## src/rtl/core/power_of_two_box_decimator_defines.svh

```systemverilog
// assertion macros shared by the decimator modules
`ifndef POWER_OF_TWO_BOX_DECIMATOR_DEFINES_SVH
`define POWER_OF_TWO_BOX_DECIMATOR_DEFINES_SVH

// check that is skipped while reset is high
`define P2BD_ASSERT(label, prop, msg) \
  label: assert property (@(posedge clk) disable iff (rst) prop) else $error(msg);

// check that also holds across reset
`define P2BD_ASSERT_ALWAYS(label, prop, msg) \
  label: assert property (@(posedge clk) prop) else $error(msg);

`endif

```

## src/rtl/core/p2bd_pkg.sv

```systemverilog
// shared types, constants and helper functions of the box decimator
package p2bd_pkg;

  localparam int MAX_SUM_SLOTS = 4096;
  localparam int SUM_WIDTH     = 56;
  localparam int SLOT_W        = $clog2(MAX_SUM_SLOTS);
  localparam int SLOT_CALC_W   = 15;
  localparam int SAMPLE_W      = 32;
  localparam int EXT_W         = SAMPLE_W + 1;
  localparam int COL_W         = 13;
  localparam int SUB_W         = 12;
  localparam int BAND_W        = 2;
  localparam int MAX_SHIFT     = 12;
  localparam int MAX_WIDTH     = 8192;
  localparam int MAX_BANDS     = 4;
  localparam int QUEUE_DEPTH   = 4;
  localparam int QPTR_W        = $clog2(QUEUE_DEPTH);
  localparam int QCNT_W        = $clog2(QUEUE_DEPTH + 1);
  localparam int CFG_INDEX_W   = 3;
  localparam int CFG_DATA_W    = 14;

  localparam logic [1:0] FMT_8  = 2'd0;
  localparam logic [1:0] FMT_16 = 2'd1;
  localparam logic [1:0] FMT_32 = 2'd2;

  typedef enum logic [CFG_INDEX_W-1:0] {
    REG_X_SHIFT,
    REG_Y_SHIFT,
    REG_LINE_WIDTH,
    REG_BAND_COUNT,
    REG_SIGNED,
    REG_IN_FMT,
    REG_OUT_FMT
  } reg_index_t;

  typedef struct packed {
    logic [3:0]  x_shift;
    logic [3:0]  y_shift;
    logic [13:0] line_width;
    logic [2:0]  band_count;
    logic        signed_samples;
    logic [1:0]  input_format;
    logic [1:0]  output_format;
  } cfg_t;

  localparam cfg_t CFG_RESET = '{
    x_shift:        4'd1,
    y_shift:        4'd1,
    line_width:     14'd640,
    band_count:     3'd1,
    signed_samples: 1'b0,
    input_format:   FMT_8,
    output_format:  FMT_8
  };

  // clamped settings as the datapath uses them
  typedef struct packed {
    logic [3:0]  xs;
    logic [3:0]  ys;
    logic [13:0] width;
    logic [2:0]  bands;
    logic        sgn;
    logic [1:0]  in_fmt;
    logic [1:0]  out_fmt;
    logic [5:0]  shift;
  } eff_t;

  // one accumulate job between front and back
  typedef struct packed {
    logic [SLOT_W-1:0] slot;
    logic [EXT_W-1:0]  sample;
    logic              first;
    logic              last;
    logic              row_end;
  } op_t;

  typedef struct packed {
    logic full;
    logic not_empty;
  } q_stat_t;

  function automatic logic [1:0] norm_fmt(logic [1:0] code);
    logic [1:0] r;
    case (code)
      FMT_8:   r = FMT_8;
      FMT_16:  r = FMT_16;
      default: r = FMT_32;
    endcase
    return r;
  endfunction

  function automatic logic [5:0] fmt_bits(logic [1:0] code);
    logic [5:0] r;
    case (code)
      FMT_8:   r = 6'd8;
      FMT_16:  r = 6'd16;
      default: r = 6'd32;
    endcase
    return r;
  endfunction

  function automatic eff_t derive_eff(cfg_t c);
    eff_t       e;
    logic [6:0] need;
    logic [6:0] ob;
    e.xs = (c.x_shift > 4'(MAX_SHIFT)) ? 4'(MAX_SHIFT) : c.x_shift;
    e.ys = (c.y_shift > 4'(MAX_SHIFT)) ? 4'(MAX_SHIFT) : c.y_shift;
    if (c.line_width == '0) begin
      e.width = 14'd1;
    end else if (c.line_width > 14'(MAX_WIDTH)) begin
      e.width = 14'(MAX_WIDTH);
    end else begin
      e.width = c.line_width;
    end
    if (c.band_count == '0) begin
      e.bands = 3'd1;
    end else if (c.band_count > 3'(MAX_BANDS)) begin
      e.bands = 3'(MAX_BANDS);
    end else begin
      e.bands = c.band_count;
    end
    e.sgn     = c.signed_samples;
    e.in_fmt  = norm_fmt(c.input_format);
    e.out_fmt = norm_fmt(c.output_format);
    need = 7'(fmt_bits(e.in_fmt)) + 7'(e.xs) + 7'(e.ys);
    ob   = 7'(fmt_bits(e.out_fmt));
    e.shift = (need > ob) ? 6'(need - ob) : 6'd0;
    return e;
  endfunction

endpackage

```

## src/rtl/core/p2bd_queue.sv

```systemverilog
// small job queue between front end and accumulator
`include "power_of_two_box_decimator_defines.svh"
module p2bd_queue (
  input  logic              clk,
  input  logic              rst,
  input  logic              push,
  input  p2bd_pkg::op_t     push_op,
  input  logic              pop,
  output p2bd_pkg::op_t     head,
  output p2bd_pkg::q_stat_t q_stat
);
  import p2bd_pkg::*;

  op_t               entries [QUEUE_DEPTH];
  logic [QPTR_W-1:0] wptr, rptr;
  logic [QCNT_W-1:0] count;
  logic              do_push, do_pop;

  assign q_stat.full      = (count == QCNT_W'(QUEUE_DEPTH));
  assign q_stat.not_empty = (count != '0);
  assign do_push = push && !q_stat.full;
  assign do_pop  = pop && q_stat.not_empty;
  assign head    = entries[rptr];

  always_ff @(posedge clk) begin
    if (do_push) begin
      entries[wptr] <= push_op;
    end
  end

  always_ff @(posedge clk) begin
    if (rst) begin
      wptr  <= '0;
      rptr  <= '0;
      count <= '0;
    end else begin
      if (do_push) begin
        wptr <= wptr + 1'b1;
      end
      if (do_pop) begin
        rptr <= rptr + 1'b1;
      end
      case ({do_push, do_pop})
        2'b10:   count <= count + 1'b1;
        2'b01:   count <= count - 1'b1;
        default: count <= count;
      endcase
    end
  end

  `P2BD_ASSERT(a_count_bound, count <= QCNT_W'(QUEUE_DEPTH), "queue count above depth")
  `P2BD_ASSERT(a_count_track, (do_push && !do_pop) |=> count == $past(count) + 1'b1, "queue count lost a word")

endmodule

```

## config.mk

```make
export PLATFORM = sky130hd
export DESIGN_NAME = p2bd_queue
export DESIGN_NICKNAME = d
export VERILOG_FILES = /design/src/rtl/core/p2bd_pkg.sv /design/src/rtl/core/p2bd_queue.sv
export VERILOG_INCLUDE_DIRS = /design/src /design/src/rtl/core
export SDC_FILE = /design/constraint.sdc
export NUM_CORES = 1
export LEC_CHECK = 0
export BUFFER_PORTS_ARGS = -buffer_cell sky130_fd_sc_hd__buf_2
export CAP_MARGIN = 15
export CORE_MARGIN = 8
export CORE_UTILIZATION = 40
export CTS_CLUSTER_SIZE = 16
export DETAILED_ROUTE_END_ITERATION = 16
export PLACE_DENSITY = 0.59
export SYNTH_ARGS = -nofsm -noshare
export SYNTH_HDL_FRONTEND = slang
export SYNTH_SLANG_ARGS = --single-unit
```

## constraint.sdc

```tcl
create_clock -name clk -period 6.12 [get_ports clk]
set_clock_uncertainty 0.05 [all_clocks]
set_input_delay 0.612 -clock clk [delete_from_list [all_inputs] [get_ports clk]]
set_output_delay 0.612 -clock clk [all_outputs]
set_load 0.005 [all_outputs]
```

Word level (Yosys, flattened, before mapping):

Memories as Yosys holds them, arrays and structs flattened. A register that Yosys moved wholly into a read port is not among the register bits.
Index checks and enable logic that the tools add are counted.

* bits in writable memories: 192
* output and inout port bits: 50
* bits in registers: 7
* memories kept: 1

* equality and inequality tests: 3
* reductions and logical operators: 5
* mux-type cells: 5
* add/subtract/negate cells: 4

Memory list
* entries: depth 4, bits a word 48, rd ports 1, clocked after Yosys merged registers in 1, write ports 1, line p2bd_queue.sv:14 `op_t entries [QUEUE_DEPTH];`

Operator list (count)
* $pmux W3 S2: 1
* $add A2 B1 Y2 const B: 2
* $mux W2: 2
* $add A3 B1 Y3 const B: 1
* $eq A3 B3 Y1 const B: 1
* $reduce_bool A3 Y1: 1
* $sub A3 B1 Y3 const B: 1
* $eq A2 B1 Y1 const B: 1
* $eq A2 B2 Y1 const B: 1
* $logic_and A1 B1 Y1: 2
* $mux W1: 2
* $reduce_bool A2 Y1: 1
* $logic_not A1 Y1: 1

Longest topological paths before layout:

* depth in word-level cells: 5
* gate-level depth with buffers: 9
* mapped depth without buffers: 9

Worst setup path before layout:

OpenSTA, ideal clock, no wires.

* path kind: input to register
* start: in push
* end: mem entries[0][0] (netlist name), enable pin
* arrival time: 2087 ps
* slack: 3573 ps
* buffers on the path: 0
* stages: 3
* cells stage by stage: inv_1 nor2_1 and2_1

* cells in the longest elaborated chain, start to end: 3

Ends and longest elaborated chain
* start, declared: line p2bd_queue.sv:6 `input logic push,`
* $logic_and A1 B1 Y1: line p2bd_queue.sv:21 `assign do_push = push && !q_stat.full;`
* $mux W1: line p2bd_queue.sv:26 `if (do_push) begin`
* $mux W1 (implied by the code): line p2bd_queue.sv:27 `entries[wptr] <= push_op;`
* end, declared: line p2bd_queue.sv:14

No other way between the ends.

==> impl_results.md <==
* Initial DRC Count at 169
* Synth Register Bits at 201
* Top-Level Pins at 102
* Critical path peak fanout at 48
* CTS Buf Count at 21
* Core area at 18020 µm²
* Endpoints failing hold at 0
* Sum Neg Setup Slack at 0 ns
* Die area at 23090 µm²
* P_sw at 0.8920 mW
* Max stage delay cell, worst path: dfxtp_4
* DR vias/cell at 5.053
* Fin cells at 663
* Final Cycle Share at 0.4871
* Max H-tree Level at 1
* Critical path's top delay family: flip-flops
* Die Wd at 152.0 µm
* Outcome: complete, no violations
* First-pass GRT wire length at 22.05 mm
* Sequential area share after synthesis at 0.8042
* Post-CTS setup buffer count at 0
* Switching Fraction at 0.2404
* Vias in the first global route at 3806
* Nets at 478
* Final worst path period need at 2.981 ns
* Max cap viols at 0
* Critical path buffers and inverters at 1
* Flop pwr share at 0.479
* Drt wl/cell at 20.93 µm
* Endpoints failing setup at 0
* Share of the synthesized area in the top cell type at 0.7798
* VDD IR max at 0.2064 mV
* Sink Count at 201
* Slew headroom at 0.3436
* Gr usage total at 0.1213
* Final WL at 13.88 mm
* Via count at 3350
* Post-route ant nets at 0
* Die span in y at 152.0 µm
* CTS tree: yes
* Largest cells by area after synthesis: edfxtp_1, mux4_2, dfxtp_1
* Port bufs at 101
* Initial Util at 0.4102
* DP Wirelength at 8.753 mm
* Largest area contributor in the netlist: edfxtp_1
* Worst-margin pin slew at 0.9846 ns
* RSZ-0062 raised after global routing: false
* Total placed cells including tap cells at 626
* Cell count after synthesis at 302
* Clock transition at path regs at 0.06 ns
* Fill cell count at 1487
* Ys flop type: edfxtp_1
* Logic pwr share at 0.175
* Initial antenna violation count at 1
* Internal cell power at 2.819 mW
* Setup crit end kind: output pin
* Multi-input combinational cell area at 1351 µm²
* Data arrival, critical path at 2.32 ns
* Share of layout cells above drive strength 1 at 0.4424
* Clk root buf: clkbuf_16
* Grt total ovfl at 0
* # diodes at 0
* Power per cell area at 418.6 nW/µm²
* Worst min-delay path class: input port to flip-flop
* Mean Syn Cell Area at 24.48 µm²
* EDFF count, synth at 192
* # DRC at 0
* Hold Buf Count CTS at 0
* CTS max path bufs at 3
* Yosys Warn Count at 0
* Unique cell type count in the Yosys netlist at 23
* Rows at 49
* Crit path cell chain: mux4_2 > buf_2
* Critical path class: flip-flop to output pin
* Asr flop ratio synth at 0
* Drt first pass iters at 4
* Synth Cell Area at 7393 µm²
* CP peak stage delay at 1.00 ns
* Clock Latency Late Sink at 0.48 ns
* Startpoint types: flip-flop
* CP Data Required Time at 5.46 ns
* Syn Nets at 360
* Largest net degree at the start of global routing at 49
* Clock power share at 0.346
* Area growth syn-to-layout at 19.90%
* LEAKAGE at 2.986 nW
* Post-CTS sizing at 0
* Register area at 5951 µm²
* Fmax at 0.3355 GHz
* Routability cong. at 0.6819
* Max-slew violation count at 0
==> registers in the layout, summed over array words and instances, names as in the netlist, named ones only <==
register,count
rptr,2
count,3
wptr,2
entries,192
==> stage by stage <==
step                setup slack, ns  hold WS (ns)  power [mW]  area, µm²    util
global route                  2.951        0.2800       3.894       8865  0.4918
global placement              3.557        0.4480       2.477       8158  0.4526
floorplan                     3.573        0.4318       2.201       7393       -
finish                        3.139        0.2922       3.711       8865  0.4918
detailed placement            3.528        0.4654       2.489       8158  0.4526
CTS                           3.051        0.2761       3.784       8865  0.4918
==> routing by layer <==
metal  up-vias  track usage  share of wire  routed length [µm]
met5         -            0        0.00094                  13
met4         2      0.03442          0.017                 240
met3        22      0.03500          0.064                 888
met2        90       0.1971           0.48                6706
met1      1734       0.1556           0.43                6026
li1       1502            -              -                   -
==> cells in the mapped netlist (2+ instances only) <==
library cell / n
edfxtp_1: 192
mux4_2: 48
dfxtp_1: 9
inv_1: 7
nor2_1: 7
ha_1: 5
and2_1: 4
a21oi_1: 3
buf_2: 3
buf_6: 3
or3_1: 3
xor2_1: 3
buf_4: 2
clkbuf_1: 2
nand2b_1: 2
o21ai_0: 2
==> placed cells by master, fill, tap and decap left out, drive strengths merged <==
cell	instances
or3	3
bufinv	4
inv	7
edfxtp	192
buf	106
clkinv	8
o21ai	2
and2	4
nor3b	1
mux4	48
dfxtp	9
xnor2	1
clkbuf	23
fa	1
ha	5
o31a	1
o311ai	1
nor2	7
a21oi	3
mux2i	1
clkinvlp	2
xor2	3
nand2b	2
==> final timing paths <==
path         startpoint  slack, ns             to  cells past startpoint
min          push_op[5]       0.29  entries[1][5]                      1
max           flip-flop       3.14       head[42]                      2
min reg2reg     rptr[1]       0.47      flip-flop                      2
max reg2reg    count[2]       3.80       count[2]                      9
==> cell type report <==
| cell class | instances | area share |
|---|---|---|
| Sequential cell | 201 | 0.6713 |
| Multi-Input combinational cell | 83 | 0.1524 |
| Timing Repair Buffer | 106 | 0.06126 |
| Clock buffer | 23 | 0.06013 |
| Tap cell | 229 | 0.03232 |
| Clock inverter | 14 | 0.01962 |
| Inverter | 7 | 0.002964 |
==> power groups by stage <==
stage / sequential (mW) / combinational [mW] / clock, mW
floorplan: 1.70 / 0.498 / 0
global placement: 1.81 / 0.663 / 0
detailed placement: 1.82 / 0.673 / 0
CTS: 1.79 / 0.674 / 1.32
global route: 1.81 / 0.714 / 1.37
finish: 1.78 / 0.650 / 1.28
==> cell families (layout without fill, tap and decap cells) <==
group	after synthesis	after routing	share of synthesized area
flip-flops	201	201	0.8042
AND/OR/NAND/NOR	17	17	0.01286
XOR/XNOR	4	4	0.004739
multiplexers	49	49	0.1476
adder cells (fa/ha/maj)	6	6	0.01117
buffers and inverters	18	150	0.01371
AO/OA/AOI/OAI	7	7	0.005754
Power figures use the tool's default switching activity.
