===== src/rtl/core/power_of_two_box_decimator_defines.svh =====
// assertion macros shared by the decimator modules
`ifndef POWER_OF_TWO_BOX_DECIMATOR_DEFINES_SVH
`define POWER_OF_TWO_BOX_DECIMATOR_DEFINES_SVH

// check that is skipped while reset is high
`define P2BD_ASSERT(label, prop, msg) \
  label: assert property (@(posedge clk) disable iff (rst) prop) else $error(msg);

// check that also holds across reset
`define P2BD_ASSERT_ALWAYS(label, prop, msg) \
  label: assert property (@(posedge clk) prop) else $error(msg);

`endif


===== src/rtl/core/p2bd_pkg.sv =====
// shared types, constants and helper functions of the box decimator
package p2bd_pkg;

  localparam int MAX_SUM_SLOTS = 4096;
  localparam int SUM_WIDTH     = 56;
  localparam int SLOT_W        = $clog2(MAX_SUM_SLOTS);
  localparam int SLOT_CALC_W   = 15;
  localparam int SAMPLE_W      = 32;
  localparam int EXT_W         = SAMPLE_W + 1;
  localparam int COL_W         = 13;
  localparam int SUB_W         = 12;
  localparam int BAND_W        = 2;
  localparam int MAX_SHIFT     = 12;
  localparam int MAX_WIDTH     = 8192;
  localparam int MAX_BANDS     = 4;
  localparam int QUEUE_DEPTH   = 4;
  localparam int QPTR_W        = $clog2(QUEUE_DEPTH);
  localparam int QCNT_W        = $clog2(QUEUE_DEPTH + 1);
  localparam int CFG_INDEX_W   = 3;
  localparam int CFG_DATA_W    = 14;

  localparam logic [1:0] FMT_8  = 2'd0;
  localparam logic [1:0] FMT_16 = 2'd1;
  localparam logic [1:0] FMT_32 = 2'd2;

  typedef enum logic [CFG_INDEX_W-1:0] {
    REG_X_SHIFT,
    REG_Y_SHIFT,
    REG_LINE_WIDTH,
    REG_BAND_COUNT,
    REG_SIGNED,
    REG_IN_FMT,
    REG_OUT_FMT
  } reg_index_t;

  typedef struct packed {
    logic [3:0]  x_shift;
    logic [3:0]  y_shift;
    logic [13:0] line_width;
    logic [2:0]  band_count;
    logic        signed_samples;
    logic [1:0]  input_format;
    logic [1:0]  output_format;
  } cfg_t;

  localparam cfg_t CFG_RESET = '{
    x_shift:        4'd1,
    y_shift:        4'd1,
    line_width:     14'd640,
    band_count:     3'd1,
    signed_samples: 1'b0,
    input_format:   FMT_8,
    output_format:  FMT_8
  };

  // clamped settings as the datapath uses them
  typedef struct packed {
    logic [3:0]  xs;
    logic [3:0]  ys;
    logic [13:0] width;
    logic [2:0]  bands;
    logic        sgn;
    logic [1:0]  in_fmt;
    logic [1:0]  out_fmt;
    logic [5:0]  shift;
  } eff_t;

  // one accumulate job between front and back
  typedef struct packed {
    logic [SLOT_W-1:0] slot;
    logic [EXT_W-1:0]  sample;
    logic              first;
    logic              last;
    logic              row_end;
  } op_t;

  typedef struct packed {
    logic full;
    logic not_empty;
  } q_stat_t;

  function automatic logic [1:0] norm_fmt(logic [1:0] code);
    logic [1:0] r;
    case (code)
      FMT_8:   r = FMT_8;
      FMT_16:  r = FMT_16;
      default: r = FMT_32;
    endcase
    return r;
  endfunction

  function automatic logic [5:0] fmt_bits(logic [1:0] code);
    logic [5:0] r;
    case (code)
      FMT_8:   r = 6'd8;
      FMT_16:  r = 6'd16;
      default: r = 6'd32;
    endcase
    return r;
  endfunction

  function automatic eff_t derive_eff(cfg_t c);
    eff_t       e;
    logic [6:0] need;
    logic [6:0] ob;
    e.xs = (c.x_shift > 4'(MAX_SHIFT)) ? 4'(MAX_SHIFT) : c.x_shift;
    e.ys = (c.y_shift > 4'(MAX_SHIFT)) ? 4'(MAX_SHIFT) : c.y_shift;
    if (c.line_width == '0) begin
      e.width = 14'd1;
    end else if (c.line_width > 14'(MAX_WIDTH)) begin
      e.width = 14'(MAX_WIDTH);
    end else begin
      e.width = c.line_width;
    end
    if (c.band_count == '0) begin
      e.bands = 3'd1;
    end else if (c.band_count > 3'(MAX_BANDS)) begin
      e.bands = 3'(MAX_BANDS);
    end else begin
      e.bands = c.band_count;
    end
    e.sgn     = c.signed_samples;
    e.in_fmt  = norm_fmt(c.input_format);
    e.out_fmt = norm_fmt(c.output_format);
    need = 7'(fmt_bits(e.in_fmt)) + 7'(e.xs) + 7'(e.ys);
    ob   = 7'(fmt_bits(e.out_fmt));
    e.shift = (need > ob) ? 6'(need - ob) : 6'd0;
    return e;
  endfunction

endpackage


===== src/rtl/core/p2bd_if.sv =====
// valid/ready channels for input samples and reduced results
interface p2bd_pixel_if;
  import p2bd_pkg::*;
  logic                valid;
  logic                ready;
  logic [SAMPLE_W-1:0] sample;
  logic                frame_start;
  modport source (output valid, sample, frame_start, input ready);
  modport sink (input valid, sample, frame_start, output ready);
endinterface



===== src/rtl/core/p2bd_front.sv =====
// front end: raster counters, block classification and slot address
`include "power_of_two_box_decimator_defines.svh"
module p2bd_front (
  input  logic              clk,
  input  logic              rst,
  input  p2bd_pkg::eff_t    eff,
  p2bd_pixel_if.sink        pixels,
  input  p2bd_pkg::q_stat_t q_stat,
  output logic              push,
  output p2bd_pkg::op_t     push_op
);
  import p2bd_pkg::*;

  logic [COL_W-1:0]       in_column, in_column_next;
  logic [BAND_W-1:0]      band_index, band_index_next;
  logic [SUB_W-1:0]       sub_row, sub_row_next;

  logic                   accept;
  logic [COL_W-1:0]       col;
  logic [BAND_W-1:0]      band;
  logic [SUB_W-1:0]       sub;
  logic [COL_W-1:0]       blk;
  logic [13:0]            out_cols;
  logic [12:0]            xmask_full, ymask_full;
  logic [SUB_W-1:0]       xmask, ymask;
  logic [SUB_W-1:0]       col_low;
  logic [SLOT_CALC_W-1:0] slot_calc;
  logic                   in_range;
  logic [2:0]             band_inc;
  logic [13:0]            col_inc;

  assign pixels.ready = !q_stat.full;
  assign accept = pixels.valid && pixels.ready;

  // frame start clears the counters before the sample is placed
  assign col  = pixels.frame_start ? '0 : in_column;
  assign band = pixels.frame_start ? '0 : band_index;
  assign sub  = pixels.frame_start ? '0 : sub_row;

  assign blk        = col >> eff.xs;
  assign out_cols   = eff.width >> eff.xs;
  assign xmask_full = (13'd1 << eff.xs) - 13'd1;
  assign ymask_full = (13'd1 << eff.ys) - 13'd1;
  assign xmask      = xmask_full[SUB_W-1:0];
  assign ymask      = ymask_full[SUB_W-1:0];
  assign col_low    = col[SUB_W-1:0] & xmask;

  always_comb begin
    case (eff.bands)
      3'd1:    slot_calc = SLOT_CALC_W'(blk);
      3'd2:    slot_calc = SLOT_CALC_W'(blk) << 1;
      3'd3:    slot_calc = (SLOT_CALC_W'(blk) << 1) + SLOT_CALC_W'(blk);
      default: slot_calc = SLOT_CALC_W'(blk) << 2;
    endcase
    slot_calc = slot_calc + SLOT_CALC_W'(band);
  end

  assign in_range = ({1'b0, blk} < out_cols) && ({1'b0, band} < eff.bands) &&
                    (slot_calc < SLOT_CALC_W'(MAX_SUM_SLOTS));

  always_comb begin
    push_op.slot    = slot_calc[SLOT_W-1:0];
    push_op.first   = (sub == '0) && (col_low == '0);
    push_op.last    = (sub == ymask) && (col_low == xmask);
    push_op.row_end = ({1'b0, blk} == out_cols - 14'd1) &&
                      ({1'b0, band} == eff.bands - 3'd1);
    case (eff.in_fmt)
      FMT_8:   push_op.sample = {{(EXT_W-8){eff.sgn & pixels.sample[7]}},
                                 pixels.sample[7:0]};
      FMT_16:  push_op.sample = {{(EXT_W-16){eff.sgn & pixels.sample[15]}},
                                 pixels.sample[15:0]};
      default: push_op.sample = {eff.sgn & pixels.sample[SAMPLE_W-1], pixels.sample};
    endcase
  end

  assign push = accept && in_range;

  always_comb begin
    band_inc        = {1'b0, band} + 3'd1;
    col_inc         = {1'b0, col} + 14'd1;
    band_index_next = band_inc[BAND_W-1:0];
    in_column_next  = col;
    sub_row_next    = sub;
    if (band_inc >= eff.bands) begin
      band_index_next = '0;
      in_column_next  = col_inc[COL_W-1:0];
      if (col_inc >= eff.width) begin
        in_column_next = '0;
        sub_row_next   = (sub >= ymask) ? '0 : sub + 1'b1;
      end
    end
  end

  always_ff @(posedge clk) begin
    if (rst) begin
      in_column  <= '0;
      band_index <= '0;
      sub_row    <= '0;
    end else if (accept) begin
      in_column  <= in_column_next;
      band_index <= band_index_next;
      sub_row    <= sub_row_next;
    end
  end

  `P2BD_ASSERT(a_frame_restart, (accept && pixels.frame_start && eff.bands > 3'd1) |=> (band_index == 2'd1 && in_column == '0), "frame start did not restart the counters")
  `P2BD_ASSERT(a_no_push_when_full, push |-> !q_stat.full, "job pushed into a full queue")

endmodule


===== src/flat_wrapper.sv =====
// flat-port wrapper written by rule: the top's interface ports become plain ports
module p2bd_front_flat import p2bd_pkg::*;
  (clk, rst, eff, q_stat, push, push_op, pixels_valid, pixels_sample, pixels_frame_start, pixels_ready);
  p2bd_pixel_if pixels_i ();
  input  logic clk;
  input  logic rst;
  input  p2bd_pkg::eff_t eff;
  input  p2bd_pkg::q_stat_t q_stat;
  output logic push;
  output p2bd_pkg::op_t push_op;
  input wire logic [$bits(pixels_i.valid)-1:0] pixels_valid;
  input wire logic [$bits(pixels_i.sample)-1:0] pixels_sample;
  input wire logic [$bits(pixels_i.frame_start)-1:0] pixels_frame_start;
  output wire logic [$bits(pixels_i.ready)-1:0] pixels_ready;
  assign pixels_i.valid = pixels_valid;
  assign pixels_i.sample = pixels_sample;
  assign pixels_i.frame_start = pixels_frame_start;
  assign pixels_ready = pixels_i.ready;
  p2bd_front u_core (.clk(clk), .rst(rst), .eff(eff), .pixels(pixels_i), .q_stat(q_stat), .push(push), .push_op(push_op));
endmodule

===== config.mk =====
export PLATFORM = sky130hd
export DESIGN_NAME = p2bd_front_flat
export DESIGN_NICKNAME = d
export VERILOG_FILES = /design/src/rtl/core/p2bd_pkg.sv /design/src/rtl/core/p2bd_if.sv /design/src/rtl/core/p2bd_front.sv /design/src/flat_wrapper.sv
export VERILOG_INCLUDE_DIRS = /design/src /design/src/rtl/core
export SDC_FILE = /design/constraint.sdc
export NUM_CORES = 1
export LEC_CHECK = 0
export BUFFER_PORTS_ARGS = -buffer_cell sky130_fd_sc_hd__buf_2
export CAP_MARGIN = 20
export CORE_MARGIN = 1.5
export CORE_UTILIZATION = 50
export DETAILED_ROUTE_END_ITERATION = 12
export PLACE_DENSITY = 0.76
export SLEW_MARGIN = 20
export SYNTH_ARGS = -nofsm -noshare
export SYNTH_HDL_FRONTEND = slang
export SYNTH_SLANG_ARGS = --single-unit

===== constraint.sdc =====
create_clock -name clk -period 6.6 [get_ports clk]
set_input_delay 1.32 -clock clk [delete_from_list [all_inputs] [get_ports clk]]
set_output_delay 1.32 -clock clk [all_outputs]
set_load 0.02 [all_outputs]

# Word-level counts from Yosys, hierarchy flattened

Index checks and enable logic that the tools add are counted.

Input port bits: 74
Bits in registers: 27
Logic and storage cells: 56
Output and inout port bits: 50

Muxes and demuxes: 11
Bitwise logic cells: 4
Order comparisons: 6
Reduce and logical (&&, ||, !) cells: 11
Shifts and indexed selects: 4
$add $sub $neg: 9
Equality and inequality tests: 8

Operators by type and width:

| operator                                                                        | number |
|---|---|
| 33-bit one-hot mux with 2 select lines                                          | 1 |
| 12-bit two-way mux                                                              | 4 |
| 15-bit one-hot mux with 3 select lines                                          | 1 |
| 13-bit two-way mux                                                              | 3 |
| 12-bit == test                                                                  | 2 |
| 12-bit logical NOT                                                              | 2 |
| 1-bit by 4-bit left shift with 12-bit output (first input constant)             | 2 |
| 12-bit by 1-bit subtractor with 12-bit output (second input constant)           | 2 |
| 14-bit by 13-bit adder with 15-bit output                                       | 1 |
| 15-bit by 2-bit adder with 15-bit output                                        | 1 |
| 15-bit by 13-bit less-than comparator with 1-bit output (second input constant) | 1 |
| 13-bit by 1-bit adder with 14-bit output (second input constant)                | 1 |
| 13-bit by 14-bit == test with 1-bit output                                      | 1 |
| 14-bit greater-or-equal comparator                                              | 1 |
| 13-bit by 14-bit less-than comparator with 1-bit output                         | 1 |
| 14-bit by 4-bit >> shifter with 14-bit output                                   | 1 |
| 14-bit by 1-bit subtractor with 14-bit output (second input constant)           | 1 |
| 13-bit by 4-bit >> shifter with 13-bit output                                   | 1 |
| 12-bit by 1-bit adder with 12-bit output (second input constant)                | 1 |
| 12-bit bitwise AND                                                              | 1 |
| 12-bit greater-or-equal comparator                                              | 1 |
| 1-bit logical AND                                                               | 7 |
| 3-bit by 2-bit == test with 1-bit output (second input constant)                | 2 |
| 2-bit two-way mux                                                               | 2 |
| 10 further kinds                                                                | 12 |

# Depth between registers and ports, before layout

Gate-level depths: netlist of run 1.

Depth in word-level cells: 8
Depth in mapped cells: 19
Depth with buffers taken out: 16

# Worst setup path after synthesis of run 1

Ideal clock, no wire load.

Path type: input -> output
From: input eff[32] (netlist bit)
To: output push
Slack: -0.391 ns
Buffers on the path: 3
Arrival time: 5.671 ns
Cell stages on the path: 18
Data required time: 5.280 ns
Cells stage by stage: buf_2 buf_6 buf_2 mux2i_1 o22ai_1 a221oi_1 a21boi_0 inv_1 fa_1 a21o_1 o2111a_1 and3_1 or4_1 o211ai_1 and3_1 and4bb_1 mux2i_1 o2bb2ai_1

Cells in the longest elaborated chain, start to end: 7
Elaborated cells on any way between the ends: 10
Those cells by class: 2 x add/sub; 2 x order compare; 2 x shift; 1 x mux; 3 x reduce/logical

Ends and longest elaborated chain:

| item                                                    | RTL line          | RTL |
|---|---|---|
| start: declaration                                      | flat_wrapper.sv:7 | `input p2bd_pkg::eff_t eff;` |
| 13-bit by 4-bit >> shifter with 13-bit output           | p2bd_front.sv:40  | `assign blk = col >> eff.xs;` |
| 14-bit by 13-bit adder with 15-bit output               | p2bd_front.sv:52  | `3'd3: slot_calc = (SLOT_CALC_W'(blk) << 1) + SLOT_CALC_W'(blk);` |
| 15-bit one-hot mux with 3 select lines                  | p2bd_front.sv:49  | `case (eff.bands)` |
| 15-bit by 2-bit adder with 15-bit output                | p2bd_front.sv:55  | `slot_calc = slot_calc + SLOT_CALC_W'(band);` |
| 15-bit by 13-bit less-than comparator with 1-bit output | p2bd_front.sv:59  | `(slot_calc < SLOT_CALC_W'(MAX_SUM_SLOTS));` |
| 1-bit logical AND (*)                                   | p2bd_front.sv:58  | `assign in_range = ({1'b0, blk} < out_cols) && ({1'b0, band} < eff.bands) &&` |
| 1-bit logical AND (*)                                   | p2bd_front.sv:76  | `assign push = accept && in_range;` |
| end: declaration                                        | flat_wrapper.sv:9 | `output logic push;` |

Every way passes the cells marked *; elsewhere a longest branch is shown, timed or not.

# Worst setup path in the final report of run 1

Ends and elaborated chain as after synthesis.

==> out/qor.txt, run 1 <==
H-tree levels = 1
Period minus WS final = 6.48 ns
Mapped cell area = 6520 um^2
Crit path launch = eff[32]
First DRT Iteration DRCs = 582
Pwr/cell area = 82.2 nW/um^2
Worst IR drop on VDD = 0.158 mV
Worst reg2reg setup slack = 2.35 ns
Slowest CP cell = or4_1
Initial antenna violation count = 0
Kind of critical path = in -> out
DRT Wirelength = 19.3 mm
Clock-pin transition on the worst setup and hold timing paths = 0.06 ns
Critical Path AT = 5.16 ns
Largest net degree at the start of global routing = 28
Max_slew headroom = 0.275
Most frequent cells in the layout = 97 x buf_2, 84 x nand2_1, 75 x nor2_1
Layout Cells excl Fill = 1183
IO Pins = 124
Yosys top cell area share = 0.129
Mapped Nets = 1056
Top FF cell, synth = dfxtp_1
Family with the most delay on the worst path = compound AO/OA/AOI/OAI gates
Max FO, Critical Path = 7
Num rows = 41
WP data required = 5.28 ns
Most common cell after layout, fill and taps aside = buf_2
CP Capture Type = primary output
Final Max Tran Viols = 0
Peak Freq = 0.154 GHz
Part of the power in registers = 0.265
Core ar. = 12700 um^2
Clk_skew = 0.00520 ns
Clock latency at the later pin of the worst-skew pair = 0.26 ns
# setup viols final = 0
Pwr Total = 0.626 mW
Final HPWL from detailed placement = 15.3 mm
Lkg Pwr = 3.56 nW
Antenna-violating nets left = 0
Reg2Reg Launch Point = u_core.in_column[0]
Outcome = complete, no violations
Ys Warns = 0
Syn Inst Count = 913
CTS tree = built
Power Internal = 0.379 mW
Longest Clk Path Bufs = 2
Vias in the first global route = 6488
FF-to-FF End = u_core.sub_row[10]
Global route overflow = 0
P&R area growth vs syn = 16.8%
Starting Density = 0.515
Max incr delay on CP = 0.48 ns
Number of vias per cell = 6.21
Switching fraction of total power = 0.394
Share of layout cells above drive strength 1 = 0.223
Cell-by-cell trace of the critical path = buf_6, buf_12, mux2i_4, o22ai_1, a221oi_1, a21boi_2, inv_2, buf_4, ha_1, a21o_1, o2111a_1, o2111a_1, or4_1, o31ai_1, a21oi_1, and4bb_1, mux2i_1, o2bb2ai_2, buf_4
Reg2Reg Depth = 15
Register area = 541 um^2
Multi-input gate area = 5550 um^2
# port buffers = 100
Fill count = 1215
MaxCap Viol Count = 0
WL per Instance = 16.3 um
Post-layout nets = 1155
Cell Count Post-Placement = 1175
Die Footprint = 13700 um^2
WHS Path Cells = 2
Final Cycle Share = 0.982
Power share of the combinational group = 0.518
Hold path endpoint = u_core.band_index[1]
GRT Util Overall = 0.273
Netlist cell types = 81
Least-Margin Pin Slew = 1.08 ns
Post-route DRC = 0
Clock power share = 0.217
Crit path buf inv count = 5
Setup WS pre-CTS = -0.0558 ns
Min-Delay Path Class = reg -> reg
CTS Buf Count = 3
Hold Fails Final Rpt = 0
Sequential fraction of the synthesis area = 0.0829
Post-synth EDFFs = 0
Synth area leader = ha_1
Asr flop ratio synth = 0
Hold Startpoint = u_core.band_index[1]
Hold-fix buffers, CTS = 0
GP Congestion = 0.955
Setup TNS = 0 ns
Average cell area after synthesis = 7.14 um^2
P_sw = 0.247 mW
Synth area leaders = ha_1 13%, dfxtp_1 8.3%, nand2_1 4.8%, nor2_1 4.4%, o21ai_0 4.3%
Worst setup margin = 0.117 ns
CTS sink cnt = 27
Clock root cell = clkbuf_16
Die height = 117 um
Drt first pass iters = 5
Post-synthesis register bit count = 27
Via count = 7352
CP Launch Type = input port
Antenna cells = 0
First-pass GRT wire length = 30.6 mm
Die W = 117 um
==> worst register-to-register path, cell delays in order, from the launching register on <==
cell,delay [ns]
dfxtp_1,0.47
nor2b_1,0.39
ha_1,0.29
nand3_1,0.16
nor3b_1,0.31
nand2_1,0.10
xnor2_1,0.20
ha_1,0.31
and3_1,0.18
nand4_1,0.11
nor4_1,0.28
nor2_1,0.09
o2111ai_1,0.26
nand3_1,0.45
o311ai_0,0.40
a21oi_1,0.11
==> stage by stage <==
stage / instance area, um^2 / hold WS [ns] / util
3_3_place_gp: 7410 / 0.436 / 0.585
5_1_grt: 7620 / 0.489 / 0.601
4_1_cts: 7500 / 0.458 / 0.592
2_1_floorplan: 6540 / 0.427 / -
3_5_place_dp: 7410 / 0.448 / 0.585
6_report: 7620 / 0.455 / 0.601
==> sequential cells by signal, summed over array words and instances, names as in the netlist <==
signal / flops
u_core.band_index: 2
u_core.sub_row: 12
u_core.in_column: 13
==> synthesized netlist by cell type (all sizes together), types with 6 or more instances <==
master and count:
mux4 13, o211ai 12, nand3 32, nor2b 29, dfxtp 27, a22oi 17, ha 67, or2 10
inv 51, nand4b 7, xnor2 25, nor4 7, and3 20, o21a 7, mux2i 23, buf 21
o31ai 7, mux2 6, nand2b 9, clkbuf 52, or3 7, or4 6, nand2 84, a21o 33
o221ai 6, a211oi 6, nor3 16, a221oi 7, a21oi 53, nor2 76, nand4 12, xor2 15
o22ai 8, o21ai 57
==> worst max-delay path by stage <==
stage | endpoint | cells past startpoint | slack [ns]
floorplan | push | 18 | 0.01
global placement | push | 17 | 0.02
detailed placement | push | 17 | -0.06
CTS | push | 17 | 0.0008
global route | push | 19 | -0.02
finish | push | 19 | 0.12
==> power by group through the flow <==
stage,combinational [mW],clock [mW],sequential [mW]
after floorplan,0.227,0,0.169
after global placement,0.309,0,0.169
after detailed placement,0.314,0,0.169
after CTS,0.316,0.140,0.166
after global routing,0.358,0.143,0.166
final,0.324,0.136,0.166
==> logic make-up after synthesis <==
kind of cell,count (synthesis),share of synthesized area
and+or+nand+nor,339,0.268
AOI/OAI and AO/OA,270,0.284
buffers and inverters,124,0.0808
adders and majority gates,70,0.136
muxes,42,0.0911
xor gates and xnor gates,41,0.0572
DFF,27,0.0829
==> cell type report <==
class,instances,share of cell area
inverter,51,0.0251
timing repair buffer,167,0.137
multi-input combinational,762,0.728
sequential,27,0.0709
clock buffer,4,0.0103
tap,172,0.0282
==> routing by layer <==
| metal | wire [um] | global-route usage | up-vias |
|---|---|---|---|
| met5 | 0 | 0 | - |
| met4 | 604 | 0.0932 | 0 |
| met3 | 1330 | 0.0221 | 55 |
| met2 | 9220 | 0.481 | 335 |
| met1 | 8140 | 0.350 | 3375 |
| li1 | - | - | 3587 |
==> what timing repair did <==
item                                    CTS  global route
resized for setup                         1            18
endpoints found under the setup margin    1             2
setup buffers                             1             2
pin swaps                                 1             3
gates cloned                              0             1
Power figures use the tool's default switching activity.
==> run 2: changes to the inputs <==
CTS_BUF_LIST = sky130_fd_sc_hd__clkbuf_8 sky130_fd_sc_hd__clkbuf_16   (was unset)
==> out/qor.txt, run 2 (same netlist as run 1, synthesis figures left out) <==
GRT Util Overall = 0.273
Antenna-violating nets left = 0
Worst setup margin = 0.117 ns
Peak Freq = 0.154 GHz
Pwr/cell area = 82.0 nW/um^2
Most common cell after layout, fill and taps aside = buf_2
CP Launch Type = input port
Longest Clk Path Bufs = 2
CTS tree = built
# setup viols final = 0
Vias in the first global route = 6488
Setup WS pre-CTS = -0.0558 ns
Kind of critical path = in -> out
Drt first pass iters = 5
Min-Delay Path Class = reg -> reg
Die W = 117 um
Hold Fails Final Rpt = 0
Final Max Tran Viols = 0
Clock root cell = clkbuf_16
Num rows = 41
# port buffers = 100
Max FO, Critical Path = 7
Least-Margin Pin Slew = 1.08 ns
P&R area growth vs syn = 16.8%
IO Pins = 124
Outcome = complete, no violations
Clock-pin transition on the worst setup and hold timing paths = 0.07 ns
Via count = 7352
Max FFs per register = 13
Critical Path AT = 5.16 ns
Most flops, register = u_core.in_column
Max_slew headroom = 0.275
WL per Instance = 16.3 um
Die height = 117 um
DP Area = 7410 um^2
Initial antenna violation count = 0
CTS Buf Count = 3
Worst IR drop on VDD = 0.154 mV
Clock latency at the later pin of the worst-skew pair = 0.26 ns
Post-route DRC = 0
Fill count = 1215
Global route overflow = 0
Most frequent cells in the layout = 97 x buf_2, 84 x nand2_1, 75 x nor2_1
Number of vias per cell = 6.21
Post-layout nets = 1155
Core ar. = 12700 um^2
Final HPWL from detailed placement = 15.3 mm
Antenna cells = 0
Post-route design area = 7620 um^2
Period minus WS final = 6.48 ns
Top Registers = u_core.in_column (13), u_core.sub_row (12), u_core.band_index (2)
Final Cycle Share = 0.982
DRT Wirelength = 19.3 mm
First-pass GRT wire length = 30.6 mm
H-tree levels = 1
Share of layout cells above drive strength 1 = 0.223
CP Capture Type = primary output
MaxCap Viol Count = 0
Hold slack = 0.455 ns
GP Congestion = 0.955
Clk_skew = 0.00510 ns
Die Footprint = 13700 um^2
First DRT Iteration DRCs = 582
Lkg Pwr = 3.56 nW
WP data required = 5.28 ns
Starting Density = 0.515
Largest net degree at the start of global routing = 28
CTS sink cnt = 27
-- run 2: cell count changes in the layout (fill, tap and decap cells not counted) --
cell / change
inv_1: +1
clkbuf_1: -1
-- run 2: routing by layer --
metal  routed length [um]  track usage
met2                 9220        0.481
met1                 8150        0.350
met5                    0            0
met4                  604       0.0932
met3                 1330       0.0221
-- run 2: critical path: stages --
cell and delay (ns):
buf_6 0.13, buf_12 0.14, mux2i_4 0.23, o22ai_1 0.13
a221oi_1 0.26, a21boi_2 0.25, inv_2 0.07, buf_4 0.16
ha_1 0.29, a21o_1 0.20, o2111a_1 0.17, o2111a_1 0.27
or4_1 0.48, o31ai_1 0.11, a21oi_1 0.16, and4bb_1 0.31
mux2i_1 0.22, o2bb2ai_2 0.11, buf_4 0.15
-- run 2: final cells by class --
cell class                 instances  area, um^2  area share
tap                              172         215      0.0282
clock buffer                       3        75.1     0.00985
inverter                          51         191      0.0251
sequential                        27         541      0.0709
multi-input combinational        762        5550       0.728
clock inverter                     1        3.75    0.000493
timing repair buffer             167        1040       0.137
-- run 2: final timing paths --
check                                     startpoint              endpoint  slack, ns  cells after the start
worst max-delay path                         eff[32]                  push       0.12                     19
worst min-delay path            u_core.band_index[1]  u_core.band_index[1]       0.46                      2
worst max register to register   u_core.in_column[0]    u_core.sub_row[10]       2.35                     15
worst min register to register  u_core.band_index[1]  u_core.band_index[1]       0.46                      2
-- run 2: per-stage QoR --
stage	TNS, ns	power (mW)	cells	util
after floorplan	0	0.396	913	-
after global placement	0	0.479	1175	0.585
after detailed placement	-0.0558	0.483	1175	0.585
after CTS	0	0.620	1180	0.592
after global routing	-0.0201	0.666	1183	0.601
final	0	0.624	1183	0.601
-- run 2: timing repair --
item	4_1_cts	5_1_grt
setup endpoints to repair	1	2
gates cloned	0	1
setup buffers	1	2
pin swaps	1	3
hold buffers	0	0
resized for setup	1	18
-- run 2: where the power goes --
part | switching, mW | internal, mW
Combinational | 0.192 | 0.132
Sequential | 0.00134 | 0.165
Clock | 0.0533 | 0.0810
Total | 0.247 | 0.378
